<file path="src/hw/rtl/dtpw_ram.sv">
module dtpw_ram #(
  parameter int unsigned Width = 8,
  parameter int unsigned Depth = 16,
  localparam int unsigned AddrW = (Depth > 1) ? $clog2(Depth) : 1
) (
  input  logic             clk_i,
  input  logic             we_i,
  input  logic [AddrW-1:0] waddr_i,
  input  logic [Width-1:0] wdata_i,
  input  logic [AddrW-1:0] raddr_i,
  output logic [Width-1:0] rdata_o
);

  logic [Width-1:0] mem_q [Depth];
  logic [Width-1:0] rdata_q;

  always_ff @(posedge clk_i) begin
    if (we_i) begin
      mem_q[waddr_i] <= wdata_i;
    end
    rdata_q <= mem_q[raddr_i];
  end

  assign rdata_o = rdata_q;

endmodule

</file>
<file path="config.mk">
export PLATFORM = sky130hd
export DESIGN_NAME = dtpw_ram
export DESIGN_NICKNAME = d
export VERILOG_FILES = /design/src/hw/rtl/dtpw_ram.sv
export SDC_FILE = /design/constraint.sdc
export NUM_CORES = 1
export LEC_CHECK = 0
export CAP_MARGIN = 20
export CORE_MARGIN = 8
export CORE_UTILIZATION = 45
export DETAILED_ROUTE_END_ITERATION = 8
export DONT_BUFFER_PORTS = 1
export PLACE_DENSITY = 0.58
export SETUP_SLACK_MARGIN = 0.3
export SLEW_MARGIN = 15
export SYNTH_ARGS = -nofsm -noshare
export SYNTH_HDL_FRONTEND = slang
export SYNTH_SLANG_ARGS = --single-unit
export TNS_END_PERCENT = 20
</file>
<file path="constraint.sdc">
create_clock -name clk_i -period 3.1 [get_ports clk_i]
set_input_delay 0.155 -clock clk_i [delete_from_list [all_inputs] [get_ports clk_i]]
set_output_delay 0.155 -clock clk_i [all_outputs]
set_load 0.02 [all_outputs]
</file>
# After elaboration in Yosys (flattened, before gate mapping)

Memory sizes are Yosys's and may differ from the RTL's. A register that Yosys moved wholly into a read port is not among the register bits.
Index checks and enable logic that the tools add are counted.

Flip-flop bits (word level): 0
RAM bits: 128
Word-level logic and storage cells: 3
Memories kept: 1

Muxes and demuxes: 2

Memory list:

| name  | depth | width | read ports | clocked after memory_dff | write ports | line | RTL |
|---|---|---|---|---|---|---|---|
| mem_q | 16    | 8     | 1          | 1                        | 1           | 14   | `logic [Width-1:0] mem_q [Depth];` |

Operators by type and width:

| operator | count |
|---|---|
| $mux W1  | 2 |

# Longest topological paths before layout

Depth in word-level cells: 2
Mapped depth: 5
Depth with buffers taken out: 3

# Worst setup path after synthesis

OpenSTA, ideal clock, no wires.

Kind: input port to flip-flop
From: input port waddr_i[2]
To: memory mem_q[0][0], enable pin
Arrival time: 1.265 ns
Data required time: 2.717 ns
Slack: 1.452 ns
Cell stages on the path: 2
Path buffers: 0
Path through: or3b_2 nor3_1

RTL lines:

| what               | line | RTL |
|---|---|---|
| start: declaration | 8    | `input logic [AddrW-1:0] waddr_i,` |
| end: declaration   | 14   |  |

Straight into the memory's write port.

==> reports/qor.yml <==
yosys:
  synthArstFlopShare_pct: 0
  synthTopCellsByCount: "edfxtp_1 (128), mux4_2 (18), a22oi_1 (16)"
  synth_top_area_share_pct: 74.7
  syn_inst: 229
  synth_area_leaders: "edfxtp_1 (75%), mux4_2 (7.9%), mux4_1 (7.1%), dfxtp_1 (3.1%), a22oi_1 (2.3%)"
  yosys_warnings: 0
  synth_edf_count: 128
  seq_area_frac_synth_pct: 77.8
  yosys_register_bits: 136
  synth_most_common_cell: "edfxtp_1"
  synth_area_um2: 5150
  ys_dominant_reg_cell: "edfxtp_1"
  synth_largest_area_cell: "edfxtp_1"
  syn-num-nets: 247
  synth_area_per_cell_um2: 22.5
  ys_types: 19
layout:
  syn_to_final_growth_pct: 16.3
  final_area_um2: 5980
  final.fill_count: 840
  drive_gt1_share_pct: 19.4
  register_area_um2: 4000
  n_antenna_cell: 0
  fin_nets: 268
  multi_input_area_um2: 1060
  stdcell_count: 406
floorplanning:
  initial_core_util_pct: 45.7
  die_w_um: 123
  core_um2: 11300
  ios: 26
  rows: 39
  die-area_um2: 15100
  die_h_um: 123
global_routing:
  grt_pass1_vias: 2353
  grt_overflow: 0
  grt_pass1_wl_um: 14700
  grt_max_degree: 33
  antenna_found_initial: 0
  grt_usage_pct: 14.2
timing:
  finalClockSkew_ns: 0.00695
  timing.final.crit_share_pct: 47.5
  max_freq_mhz: 680
  max_slew_margin_pct: 39.7
  whs_ns: 0.0204
  layout_min_cycle_time_ns: 1.47
  setup_violations: 0
  fin_setup_tns_ns: 0
  worstMarginPinSlew_ns: 0.902
  final_max_slew_viol_count: 0
  rsz0062_at_grt: "no"
  finalHoldViolCount: 0
placement:
  io_buffers: 0
  place_inst: 366
  place_area_um2: 5270
  dp_hpwl_um: 5940
  gp_congestion: 0.714
clock_tree:
  cts_buffer_depth: 2
  cts_inserted_buffers: 17
  clock-sinks: 136
  cts_root_buf: "clkbuf_16"
  ctsResizeCount: 0
  insertion_delay_ns: 0.41
  ctsHtreeMaxLevel: 4
  cts_tree: "built"
  path_clk_slew_ns: 0.06
detailed_routing:
  wire_per_inst_um: 24.4
  vias_per_cell: 5.67
  first_pass_iters: 6
  drc: 0
  drtIter0Drc: 215
  vias: 2301
  wirelength_um: 9920
  drtAntennaViolNets: 0
worst_setup_path:
  path_class: "reg2reg"
  end_kind: "register"
  critical_path.max_fanout: 1
  crit_path_start_kind: "register"
  worstPathRequired_ns: 3.38
  arrival_ns: 1.75
  r2r_setup_slack_ns: 1.63
worst_hold_path:
  hp-class: "in2reg"
power:
  power.density_nw_per_um2: 729
  p_leak_nw: 1.94
  vdd_ir_drop_max_mv: 0.379
flow_run:
  maxCapViolations: 0
outcome:
  outcome: "finished clean"
==> registers in the layout (all words and copies together) (netlist names) <==
signal / flops
mem_q: 128
rdata_o: 8
==> final timing paths <==
path                              startpoint    endpoint  cells after the start
worst max-delay path             mem_q[3][5]  rdata_o[5]                      3
worst min-delay path              raddr_i[1]  rdata_o[3]                      3
worst max register to register   mem_q[3][5]  rdata_o[5]                      3
worst min register to register  mem_q[12][4]  rdata_o[4]                      3
==> critical path, stage by stage, from the launching register on <==
cell	delay, ns
edfxtp_1	0.38
mux4_1	0.54
a22oi_1	0.29
nand2_1	0.13
==> kinds of logic (layout without fill, tap and decap cells) <==
family / count (synthesis) / in the layout / share of synthesized area [%]
flops: 136 / 136 / 77.8
simple gates: 35 / 35 / 3.18
buf+inv: 10 / 44 / 1.68
compound gates: 16 / 16 / 2.33
mux: 32 / 32 / 15.0
==> cell type report <==
class	instances	share of cell area, %
Sequential cell	136	66.9
Multi-Input combinational cell	83	17.7
Clock buffer	18	7.17
Clock inverter	14	3.43
Tap cell	143	2.99
Timing Repair Buffer	12	1.84
==> layout by cell type, fill, tap and decap left out <==
cell type      instances
or3b_2                 1
buf_4                  4
nor3_1                 4
and2_1                 1
a22oi_1               16
mux4_1                14
nand3_1                1
clkinv_4               1
clkinv_2               1
dlygate4sd3_1          8
nand3b_1               2
edfxtp_1             128
clkbuf_16             17
dfxtp_1                8
nor2b_1                1
nand2_1                9
and2b_1                1
nor2_1                13
clkinv_1               3
mux4_2                18
clkbuf_1               1
clkinvlp_4             4
nand2b_1               2
bufinv_16              5
==> power by group <==
group / internal (W) / switching [W]
Sequential: 0.00206 / 0.0000263
Combinational: 0.0000656 / 0.0000785
Clock: 0.00142 / 0.000718
Total: 0.00354 / 0.000823
==> routing by layer <==
layer / routed length, um / GRT usage (%) / part of all wire, %
met1: 4600 / 20.0 / 46
met2: 4580 / 20.2 / 46
met3: 636 / 4.98 / 6.4
met4: 110 / 4.80 / 1.1
met5: 0 / 0 / 0
==> through the flow <==
stage          total power [W]  setup slack [ns]  util [%]
2_1_floorplan          0.00222              1.45         -
3_3_place_gp           0.00223              1.49      46.8
3_5_place_dp           0.00224              1.52      46.8
4_1_cts                0.00440              1.63      53.1
5_1_grt                0.00448              1.59      53.1
6_report               0.00436              1.63      53.1
==> repair_timing <==
item                                   in CTS  in global routing
endpoints found under the hold margin     128                  0
hold buffers                                8                  0
buffers inserted                            0                  0
No activity file was read; power rests on OpenSTA's default activity.
