## src/hw/rtl/dtpw_pkg.sv

```systemverilog
package dtpw_pkg;

  localparam int unsigned CfgW     = 9;
  localparam int unsigned CoordW   = 16;
  localparam int unsigned ChanW    = 9;
  localparam int unsigned ByteW    = 8;
  localparam int unsigned ColorW   = 32;
  localparam int unsigned DepthInW = 24;

  localparam logic [CfgW-1:0] FrameReset = 9'd256;

  typedef enum logic [1:0] {
    CMD_WRITE_RGB    = 2'd0,
    CMD_WRITE_PACKED = 2'd1,
    CMD_CLEAR        = 2'd2,
    CMD_READ         = 2'd3
  } cmd_e;

  typedef enum logic {
    CFG_FRAME_WIDTH  = 1'b0,
    CFG_FRAME_HEIGHT = 1'b1
  } cfg_idx_e;

  typedef enum logic [2:0] {
    S_CLEAR,
    S_IDLE,
    S_MUL,
    S_ADDR,
    S_CMP,
    S_DONE
  } state_e;

  typedef struct packed {
    logic              drawn;
    logic              clipped;
    logic [ColorW-1:0]   color;
    logic [DepthInW-1:0] depth;
  } res_t;

  // Clamp a Q1.8 channel at 1.0 and scale by 255 with truncation.
  // For 0 < c < 256 the scaled value is exactly c - 1.
  function automatic logic [ByteW-1:0] chan_to_byte(input logic [ChanW-1:0] c);
    logic [ByteW-1:0] b;
    if (c[ChanW-1]) begin
      b = {ByteW{1'b1}};
    end else if (c == '0) begin
      b = '0;
    end else begin
      b = c[ByteW-1:0] - ByteW'(1);
    end
    return b;
  endfunction

endpackage

```

## src/hw/rtl/dtpw_ctrl.sv

```systemverilog
module dtpw_ctrl #(
  parameter int unsigned MAX_WIDTH  = 256,
  parameter int unsigned MAX_HEIGHT = 256,
  parameter int unsigned DEPTH_BITS = 24,
  localparam int unsigned StoreSize = MAX_WIDTH * MAX_HEIGHT,
  localparam int unsigned AddrW     = (StoreSize > 1) ? $clog2(StoreSize) : 1
) (
  input  logic                              clk_i,
  input  logic                              rst_ni,
  input  logic                              cfg_we_i,
  input  logic                              cfg_idx_i,
  input  logic [dtpw_pkg::CfgW-1:0]         cfg_data_i,
  input  logic                              in_valid_i,
  output logic                              in_stall_o,
  input  logic [1:0]                        cmd_i,
  input  logic signed [dtpw_pkg::CoordW-1:0] x_pos_i,
  input  logic signed [dtpw_pkg::CoordW-1:0] y_pos_i,
  input  logic [dtpw_pkg::DepthInW-1:0]     depth_in_i,
  input  logic [dtpw_pkg::ChanW-1:0]        red_i,
  input  logic [dtpw_pkg::ChanW-1:0]        green_i,
  input  logic [dtpw_pkg::ChanW-1:0]        blue_i,
  input  logic [dtpw_pkg::ColorW-1:0]       packed_color_i,
  output logic                              out_valid_o,
  input  logic                              out_stall_i,
  output logic                              drawn_o,
  output logic                              clipped_o,
  output logic [dtpw_pkg::ColorW-1:0]       read_color_o,
  output logic [dtpw_pkg::DepthInW-1:0]     read_depth_o,
  output logic                              mem_we_o,
  output logic [AddrW-1:0]                  mem_waddr_o,
  output logic [DEPTH_BITS-1:0]             mem_wdepth_o,
  output logic [dtpw_pkg::ColorW-1:0]       mem_wcolor_o,
  output logic [AddrW-1:0]                  mem_raddr_o,
  input  logic [DEPTH_BITS-1:0]             mem_rdepth_i,
  input  logic [dtpw_pkg::ColorW-1:0]       mem_rcolor_i
);

  localparam int unsigned XW   = (MAX_WIDTH > 1) ? $clog2(MAX_WIDTH) : 1;
  localparam int unsigned YW   = (MAX_HEIGHT > 1) ? $clog2(MAX_HEIGHT) : 1;
  localparam int unsigned WEW  = ($clog2(MAX_WIDTH + 1) > dtpw_pkg::CfgW) ?
                                 $clog2(MAX_WIDTH + 1) : dtpw_pkg::CfgW;
  localparam int unsigned HEW  = ($clog2(MAX_HEIGHT + 1) > dtpw_pkg::CfgW) ?
                                 $clog2(MAX_HEIGHT + 1) : dtpw_pkg::CfgW;
  localparam int unsigned CmpW0 = (WEW > HEW) ? WEW : HEW;
  localparam int unsigned CmpW  = (CmpW0 > dtpw_pkg::CoordW) ? CmpW0 : dtpw_pkg::CoordW;
  localparam int unsigned ZW   = (DEPTH_BITS > dtpw_pkg::DepthInW) ?
                                 DEPTH_BITS : dtpw_pkg::DepthInW;
  localparam int unsigned PW   = YW + WEW;

  dtpw_pkg::state_e state_q, state_d;

  logic [dtpw_pkg::CfgW-1:0] frame_width_q, frame_height_q;
  logic [AddrW-1:0]          clr_cnt_q, clr_cnt_d;
  logic                      clr_pend_q, clr_pend_d;
  logic                      out_valid_q, out_valid_d;

  dtpw_pkg::cmd_e            cmd_q;
  logic [XW-1:0]             x_q;
  logic [YW-1:0]             y_q;
  logic [DEPTH_BITS-1:0]     z_q;
  logic [dtpw_pkg::ColorW-1:0] color_q;
  logic [PW-1:0]             prod_q;
  logic [AddrW-1:0]          addr_q;
  dtpw_pkg::res_t            res_q, out_q;

  logic [WEW-1:0]  w_ext, w_eff;
  logic [HEW-1:0]  h_ext, h_eff;
  logic [CmpW-1:0] x_mag, y_mag;
  logic            clip;
  logic            accept;
  logic            out_free;
  logic            clr_last;
  logic            write_ok;
  logic [PW:0]     sum;
  logic [ZW-1:0]   z_ext, rd_ext;
  logic [dtpw_pkg::ColorW-1:0] color_in;
  dtpw_pkg::cmd_e  cmd_in;

  // Frame size limited to what the store holds.
  assign w_ext = WEW'(frame_width_q);
  assign h_ext = HEW'(frame_height_q);
  assign w_eff = (w_ext > WEW'(MAX_WIDTH)) ? WEW'(MAX_WIDTH) : w_ext;
  assign h_eff = (h_ext > HEW'(MAX_HEIGHT)) ? HEW'(MAX_HEIGHT) : h_ext;

  assign x_mag = CmpW'(x_pos_i[dtpw_pkg::CoordW-2:0]);
  assign y_mag = CmpW'(y_pos_i[dtpw_pkg::CoordW-2:0]);
  assign clip  = x_pos_i[dtpw_pkg::CoordW-1] || y_pos_i[dtpw_pkg::CoordW-1] ||
                 (x_mag >= CmpW'(w_eff)) || (y_mag >= CmpW'(h_eff));

  assign cmd_in   = dtpw_pkg::cmd_e'(cmd_i);
  assign color_in = (cmd_in == dtpw_pkg::CMD_WRITE_RGB) ?
                    {{(dtpw_pkg::ColorW - 3 * dtpw_pkg::ByteW){1'b0}},
                     dtpw_pkg::chan_to_byte(red_i),
                     dtpw_pkg::chan_to_byte(green_i),
                     dtpw_pkg::chan_to_byte(blue_i)} :
                    packed_color_i;
  assign z_ext  = ZW'(depth_in_i);
  assign rd_ext = ZW'(mem_rdepth_i);

  assign sum      = {1'b0, prod_q} + (PW + 1)'(x_q);
  assign out_free = !out_valid_q || !out_stall_i;
  assign clr_last = (clr_cnt_q == AddrW'(StoreSize - 1));
  assign write_ok = (cmd_q != dtpw_pkg::CMD_READ) && (z_q <= mem_rdepth_i);

  // Next state.
  always_comb begin
    state_d = state_q;
    unique case (state_q)
      dtpw_pkg::S_CLEAR: begin
        if (clr_last) begin
          state_d = clr_pend_q ? dtpw_pkg::S_DONE : dtpw_pkg::S_IDLE;
        end
      end
      dtpw_pkg::S_IDLE: begin
        if (in_valid_i) begin
          if (cmd_in == dtpw_pkg::CMD_CLEAR) begin
            state_d = dtpw_pkg::S_CLEAR;
          end else if (clip) begin
            state_d = dtpw_pkg::S_DONE;
          end else begin
            state_d = dtpw_pkg::S_MUL;
          end
        end
      end
      dtpw_pkg::S_MUL:  state_d = dtpw_pkg::S_ADDR;
      dtpw_pkg::S_ADDR: state_d = dtpw_pkg::S_CMP;
      dtpw_pkg::S_CMP:  state_d = dtpw_pkg::S_DONE;
      dtpw_pkg::S_DONE: begin
        if (out_free) begin
          state_d = dtpw_pkg::S_IDLE;
        end
      end
      default: state_d = dtpw_pkg::S_IDLE;
    endcase
  end

  // Outputs and control updates.
  always_comb begin
    in_stall_o   = (state_q != dtpw_pkg::S_IDLE);
    accept       = in_valid_i && (state_q == dtpw_pkg::S_IDLE);
    mem_raddr_o  = sum[AddrW-1:0];
    mem_we_o     = 1'b0;
    mem_waddr_o  = addr_q;
    mem_wdepth_o = z_q;
    mem_wcolor_o = color_q;
    clr_cnt_d    = clr_cnt_q;
    clr_pend_d   = clr_pend_q;
    out_valid_d  = out_valid_q && out_stall_i;
    unique case (state_q)
      dtpw_pkg::S_CLEAR: begin
        mem_we_o     = 1'b1;
        mem_waddr_o  = clr_cnt_q;
        mem_wdepth_o = '1;
        mem_wcolor_o = '0;
        clr_cnt_d    = clr_last ? '0 : clr_cnt_q + AddrW'(1);
      end
      dtpw_pkg::S_IDLE: begin
        if (accept && (cmd_in == dtpw_pkg::CMD_CLEAR)) begin
          clr_cnt_d  = '0;
          clr_pend_d = 1'b1;
        end
      end
      dtpw_pkg::S_CMP: begin
        mem_we_o = write_ok;
      end
      dtpw_pkg::S_DONE: begin
        clr_pend_d = 1'b0;
        if (out_free) begin
          out_valid_d = 1'b1;
        end
      end
      default: begin
      end
    endcase
  end

  always_ff @(posedge clk_i or negedge rst_ni) begin
    if (!rst_ni) begin
      state_q        <= dtpw_pkg::S_CLEAR;
      clr_cnt_q      <= '0;
      clr_pend_q     <= 1'b0;
      out_valid_q    <= 1'b0;
      frame_width_q  <= dtpw_pkg::FrameReset;
      frame_height_q <= dtpw_pkg::FrameReset;
    end else begin
      state_q     <= state_d;
      clr_cnt_q   <= clr_cnt_d;
      clr_pend_q  <= clr_pend_d;
      out_valid_q <= out_valid_d;
      if (cfg_we_i) begin
        unique case (dtpw_pkg::cfg_idx_e'(cfg_idx_i))
          dtpw_pkg::CFG_FRAME_WIDTH:  frame_width_q  <= cfg_data_i;
          dtpw_pkg::CFG_FRAME_HEIGHT: frame_height_q <= cfg_data_i;
          default: begin
          end
        endcase
      end
    end
  end

  always_ff @(posedge clk_i) begin
    if (accept) begin
      cmd_q       <= cmd_in;
      x_q         <= x_pos_i[XW-1:0];
      y_q         <= y_pos_i[YW-1:0];
      z_q         <= z_ext[DEPTH_BITS-1:0];
      color_q     <= color_in;
      res_q       <= '{drawn:   1'b0,
                       clipped: clip && (cmd_in != dtpw_pkg::CMD_CLEAR),
                       color:   '0,
                       depth:   '0};
    end
    if (state_q == dtpw_pkg::S_MUL) begin
      prod_q <= PW'(y_q) * PW'(w_eff);
    end
    if (state_q == dtpw_pkg::S_ADDR) begin
      addr_q <= mem_raddr_o;
    end
    // Only an unclipped item reaches the compare, so clipped stays low here.
    if (state_q == dtpw_pkg::S_CMP) begin
      if (cmd_q == dtpw_pkg::CMD_READ) begin
        res_q <= '{drawn:   1'b0,
                   clipped: 1'b0,
                   color:   mem_rcolor_i,
                   depth:   rd_ext[dtpw_pkg::DepthInW-1:0]};
      end else begin
        res_q <= '{drawn: write_ok, clipped: 1'b0, color: '0, depth: '0};
      end
    end
    if ((state_q == dtpw_pkg::S_DONE) && out_free) begin
      out_q <= res_q;
    end
  end

  assign out_valid_o  = out_valid_q;
  assign drawn_o      = out_q.drawn;
  assign clipped_o    = out_q.clipped;
  assign read_color_o = out_q.color;
  assign read_depth_o = out_q.depth;

endmodule

```

## config.mk

```make
export PLATFORM = sky130hd
export DESIGN_NAME = dtpw_ctrl
export DESIGN_NICKNAME = d
export VERILOG_FILES = /design/src/hw/rtl/dtpw_pkg.sv /design/src/hw/rtl/dtpw_ctrl.sv
export SDC_FILE = /design/constraint.sdc
export NUM_CORES = 1
export LEC_CHECK = 0
export ABC_AREA = 1
export ABC_CLOCK_PERIOD_IN_PS = 15900
export BUFFER_PORTS_ARGS = -buffer_cell sky130_fd_sc_hd__buf_2
export CAP_MARGIN = 40
export CORE_MARGIN = 4
export CORE_UTILIZATION = 59
export CTS_CLUSTER_DIAMETER = 200
export DETAILED_ROUTE_END_ITERATION = 6
export PLACE_DENSITY = 0.86
export SETUP_SLACK_MARGIN = 0.02
export SKIP_LAST_GASP = 1
export SLEW_MARGIN = 30
export SYNTH_ARGS = -nofsm -noshare
export SYNTH_HDL_FRONTEND = slang
export SYNTH_SLANG_ARGS = --single-unit
```

## constraint.sdc

```tcl
create_clock -name clk_i -period 15.9 [get_ports clk_i]
set_input_delay 1.59 -clock clk_i [delete_from_list [all_inputs] [get_ports clk_i]]
set_output_delay 1.59 -clock clk_i [all_outputs]
set_load 0.005 [all_outputs]
```

## Yosys cells after proc, flatten, opt, wreduce, memory -nomap -nowiden

Cells that the tools add are included.

| storage, ports and cells | value |
|---|---|
| register bits | 261 |
| input bits | 188 |
| output and inout port bits | 149 |
| logic and storage cells | 104 |

| operators by class | value |
|---|---|
| $add $sub $neg | 5 |
| $mul | 1 |
| $lt $le $gt $ge | 5 |
| equality and inequality tests | 15 |
| mux-type cells | 30 |
| bitwise operators | 1 |
| reduce and logical (&&, ||, !) cells | 25 |

Operators with widths:

| kind | number |
|---|---|
| $mux W58 | 3 |
| $mux W16 | 3 |
| $mux W24 | 2 |
| $mux W8 | 6 |
| $mux W32 | 1 |
| $pmux W16 S2 | 1 |
| $ge A15 B9 Y1 | 2 |
| $logic_not A9 Y1 | 3 |
| $le A24 B24 Y1 | 1 |
| $sub A8 B1 Y8 const B | 3 |
| $gt A9 B9 Y1 const B | 2 |
| $mux W3 | 6 |
| $mux W9 | 2 |
| $pmux W3 S6 | 1 |
| $add A16 B1 Y16 const B | 1 |
| $add A16 B8 Y16 | 1 |
| $eq A16 B16 Y1 const B | 1 |
| $mul A8 B9 Y16 | 1 |
| $ne A2 B2 Y1 const B | 5 |
| $reduce_and A2 Y1 | 4 |
| $eq A3 B2 Y1 const B | 2 |
| $eq A3 B3 Y1 const B | 2 |
| $logic_and A1 B1 Y1 | 6 |
| $reduce_bool A2 Y1 | 3 |
| other kinds (12) | 20 |

## Longest topological paths before layout

| logic depth | value |
|---|---|
| word-level depth | 9 |
| mapped depth | 23 |
| gate-level depth less buffers | 22 |

## Worst setup path before layout

Ideal clock, no wire load.

| path | value |
|---|---|
| path type | input to register |
| start point | input port in_valid_i |
| end point | register res_q[0] (netlist bit) (enable) |
| data arrival time | 5.808 ns |
| setup slack | 9.538 ns |
| stages on the path | 2 |
| path buffers | 0 |
| cells stage by stage | inv_1 o21ai_0 |

| between the ends | value |
|---|---|
| longest elaborated chain between the ends | 2 |

Ends and longest elaborated chain:

| element | RTL line | source |
|---|---|---|
| start: declaration | dtpw_ctrl.sv:13 | `input logic in_valid_i,` |
| $logic_and A1 B1 Y1 | dtpw_ctrl.sv:140 | `accept = in_valid_i && (state_q == dtpw_pkg::S_IDLE);` |
| $reduce_bool A2 Y1 (no source line) | - |  |
| end signal: assignment | dtpw_ctrl.sv:208 | `res_q <= '{drawn: 1'b0,` |
| end signal: assignment | dtpw_ctrl.sv:222 | `res_q <= '{drawn: 1'b0,` |
| end signal: assignment | dtpw_ctrl.sv:227 | `res_q <= '{drawn: write_ok, clipped: 1'b0, color: '0, depth: '0};` |
| end: declaration | dtpw_ctrl.sv:64 | `dtpw_pkg::res_t res_q, out_q;` |

No other way between the ends.
A chain may end at the register's enable or synchronous reset.

## Final worst setup path

| path | value |
|---|---|
| start point | register frame_width_q[8] (netlist bit) |
| end point | register prod_q[13] (data pin) |

| between the ends | value |
|---|---|
| longest elaborated chain between the ends | 3 |

Ends and longest elaborated chain:

| element | RTL line | source |
|---|---|---|
| start: declaration | dtpw_ctrl.sv:52 | `logic [dtpw_pkg::CfgW-1:0] frame_width_q, frame_height_q;` |
| start signal: assignment | dtpw_ctrl.sv:183 | `frame_width_q <= dtpw_pkg::FrameReset;` |
| start signal: assignment | dtpw_ctrl.sv:192 | `dtpw_pkg::CFG_FRAME_WIDTH: frame_width_q <= cfg_data_i;` |
| $gt A9 B9 Y1 | dtpw_ctrl.sv:82 | `assign w_eff = (w_ext > WEW'(MAX_WIDTH)) ? WEW'(MAX_WIDTH) : w_ext;` |
| $mux W9 * | dtpw_ctrl.sv:82 |  |
| $mul A8 B9 Y16 * | dtpw_ctrl.sv:214 | `prod_q <= PW'(y_q) * PW'(w_eff);` |
| end signal: assignment | dtpw_ctrl.sv:214 |  |
| end: declaration | dtpw_ctrl.sv:62 | `logic [PW-1:0] prod_q;` |

Every way passes the cells marked *; elsewhere a longest branch is shown, timed or not.

==> out/qor.yml <==
status: "completed"
hold_start: "res_q[2]"
r2r_cells: 22
drt_wl_total_mm: 38.9
layout_common_cells: "buf_2 (336), inv_1 (289), nand2_1 (250), nor2_1 (230), edfxtp_1 (222)"
first_iter_violations: 998
rsz0062_at_grt: "no"
max_stage_delay_ps: 610
fin_nets: 2153
grt_overflow: 0
setup_viol: 0
min_path_type: "reg2reg"
synth_top_cell_area_share_pct: 46.2
wire_per_inst_um: 17.8
ys_seq_area_share_pct: 53.0
fin_crit_sh_pct: 34.5
crit_type: "reg2reg"
grt_max_degree: 59
cts_made_buffers: 28
clk_pin_slew_ps: 60
cts_root_buffer: "clkbuf_16"
port_buffers: 336
finClkSkew_ps: 27.5
cts_resized: 0
gp_congestion: 0.941
drt_first_pass_iters: 6
grt_pass1_vias: 11500
crit_top_cell: "inv_1"
mostFrequentLayoutCell: "buf_2"
slew_viol_final: 0
endpoint_kind: "flip-flop"
yosysUniqueCellTypes: 44
powerDensity_nw_per_um2: 95.9
viasPerCell: 5.29
coreArea_um2: 23800
fill_cells: 1658
clockBufferDepth: 3
hold_buffers: 0
syn_inst: 1482
worst_pin_slew_ps: 734
crit_required_ps: 16210
drc: 0
fmax_mhz: 182
ys_seq_elements: 261
top_layer: "met5"
met2_wirelength_mm: 19.8
cts.sinks: 261
power_leakage_nw: 8.56
relSlewSlack_pct: 50.9
holdPathStages: 0
clk-insertion-delay-late_ps: 560
multi_input_area_um2: 5610
wirelength_met1_mm: 14.5
whs_endpoint: "read_depth_o[2]"
slowest_stage: "dfstp_2"
regArea_um2: 7640
synth-edff-count: 222
die_width_um: 164
post_cts_buffers: 0
pin_count: 337
layout-drive-gt1-share_pct: 23.9
grt_pass1_wl_mm: 59.4
grtUsageTotal_pct: 28.2
vias: 11600
dr_wl_met3_mm: 2.76
finalPower_mw: 1.68
synth_warnings: 0
dp_cells: 2123
start_util_pct: 60.8
stdcell_count: 2182
period_minus_slack_ps: 5490
crit_chain: "clkinv_1 -> a21oi_1 -> inv_1 -> nand2_1 -> inv_1 -> nand2_1 -> fa_1 -> fa_1 -> inv_1 -> fa_1 -> inv_1 -> fa_1 -> inv_1 -> ha_1 -> nand2_1 -> inv_1 -> a21boi_0 -> o21ai_0 -> a21oi_1 -> inv_1 -> nand2_1 -> nand2_1"
synth_flop_cell: "edfxtp_1"
final-hold-violation-count: 0
row_count: 56
arrival_ps: 5810
maxCapViolCount: 0
syn_avg_cell_area_um2: 9.74
worstSetupStartpointType: "flip-flop"
crit_fanout: 10
antenna_left: 0
rr_endpoint: "prod_q[13]"
setup_tns_ps: 0
syn_to_final_growth_pct: 21.2
rrSetupSlack_ps: 10410
cts_tree: "built"
dieArea_um2: 27000
synth_fp_nets: 1801
htreeDepth: 1
crit-reg2reg-launch: "frame_width_q[8]"
async_reset_ff_share_pct: 14.9
die-height_um: 164
syn_area_um2: 14400
antenna_found_initial: 10
dpl.hpwl_mm: 29.5
yosysTopAreaCell: "edfxtp_1"
ir_worst_vdd_mv: 0.0836
synth_area_leaders: "edfxtp_1 (46%), ha_1 (7.7%), inv_1 (7.5%)"
==> logic make-up (layout without fill, tap and decap cells) <==
| family | after synthesis | in the layout | share of synthesized area, % |
|---|---|---|---|
| simple gates | 604 | 604 | 17.9 |
| compound gates | 127 | 127 | 4.65 |
| flops | 261 | 261 | 53.0 |
| buf+inv | 317 | 690 | 8.42 |
| xor+xnor | 42 | 42 | 2.55 |
| fa+ha+maj | 131 | 131 | 13.5 |
| other cells | 0 | 8 | 0 |
==> registers in the layout, indices dropped and copies added, names as in the netlist <==
name	flops
z_q	24
res_q	58
y_q	8
addr_q	16
prod_q	16
frame_width_q	9
clr_pend_q	1
clipped_o	1
out_valid_o	1
read_depth_o	24
state_q	3
read_color_o	32
drawn_o	1
color_q	32
clr_cnt_q	16
cmd_q	2
x_q	8
frame_height_q	9
==> worst max-delay path by stage <==
stage,from,to,slack (ps)
global placement,frame_width_q[8],prod_q[13],10720
CTS,frame_width_q[8],prod_q[13],10490
floorplan,in_valid_i,res_q[0],9540
detailed placement,frame_width_q[8],prod_q[13],10490
finish,frame_width_q[8],prod_q[13],10410
global route,frame_width_q[8],prod_q[13],10030
==> synthesized netlist by cell type, types with 17 or more instances <==
master	n
inv_1	290
nand2_1	251
nor2_1	230
edfxtp_1	222
ha_1	89
o21ai_0	59
a21oi_1	53
fa_1	42
nand3_1	41
dfrtp_1	37
xor2_1	30
or2_2	24
nand4_1	17
==> cell type report <==
type                            instances  share of cell area, %
Multi-Input combinational cell        904                   32.1
Clock buffer                           37                   4.30
Sequential cell                       261                   43.7
Inverter                              295                   6.35
Antenna cell                            8                  0.114
Clock inverter                         14                  0.987
Tap cell                              319                   2.28
Timing Repair Buffer                  344                   10.1
==> routing by layer <==
metal	up-vias	GRT usage, %
met3	113	4.67
met2	552	50.6
li1	5441	-
met5	-	0
met1	5440	33.7
met4	4	12.2
==> worst max-delay path: cells and delay by family, from the launching register on <==
family | cells | cell delay (ps)
flops | 1 | 610
compound gates | 4 | 950
buf+inv | 8 | 680
fa+ha+maj | 5 | 2410
simple gates | 5 | 580
==> stage by stage <==
| stage | setup slack, ps | cell area (um^2) | util, % | hold slack [ps] |
|---|---|---|---|---|
| after global routing | 10030 | 17500 | 73.6 | 404 |
| after global placement | 10720 | 16500 | 69.4 | 400 |
| after floorplan | 9540 | 14400 | - | 400 |
| after CTS | 10490 | 17500 | 73.5 | 401 |
| after detailed placement | 10490 | 16500 | 69.6 | 405 |
| final | 10410 | 17500 | 73.6 | 398 |
==> report_power, final <==
group / leakage (nW) / internal, mW / switching, mW
logic: 5.63 / 0.107 / 0.164
clock network: 0.458 / 0.384 / 0.266
registers: 2.48 / 0.752 / 0.00560
total: 8.56 / 1.24 / 0.435
Power figures use the tool's default switching activity.
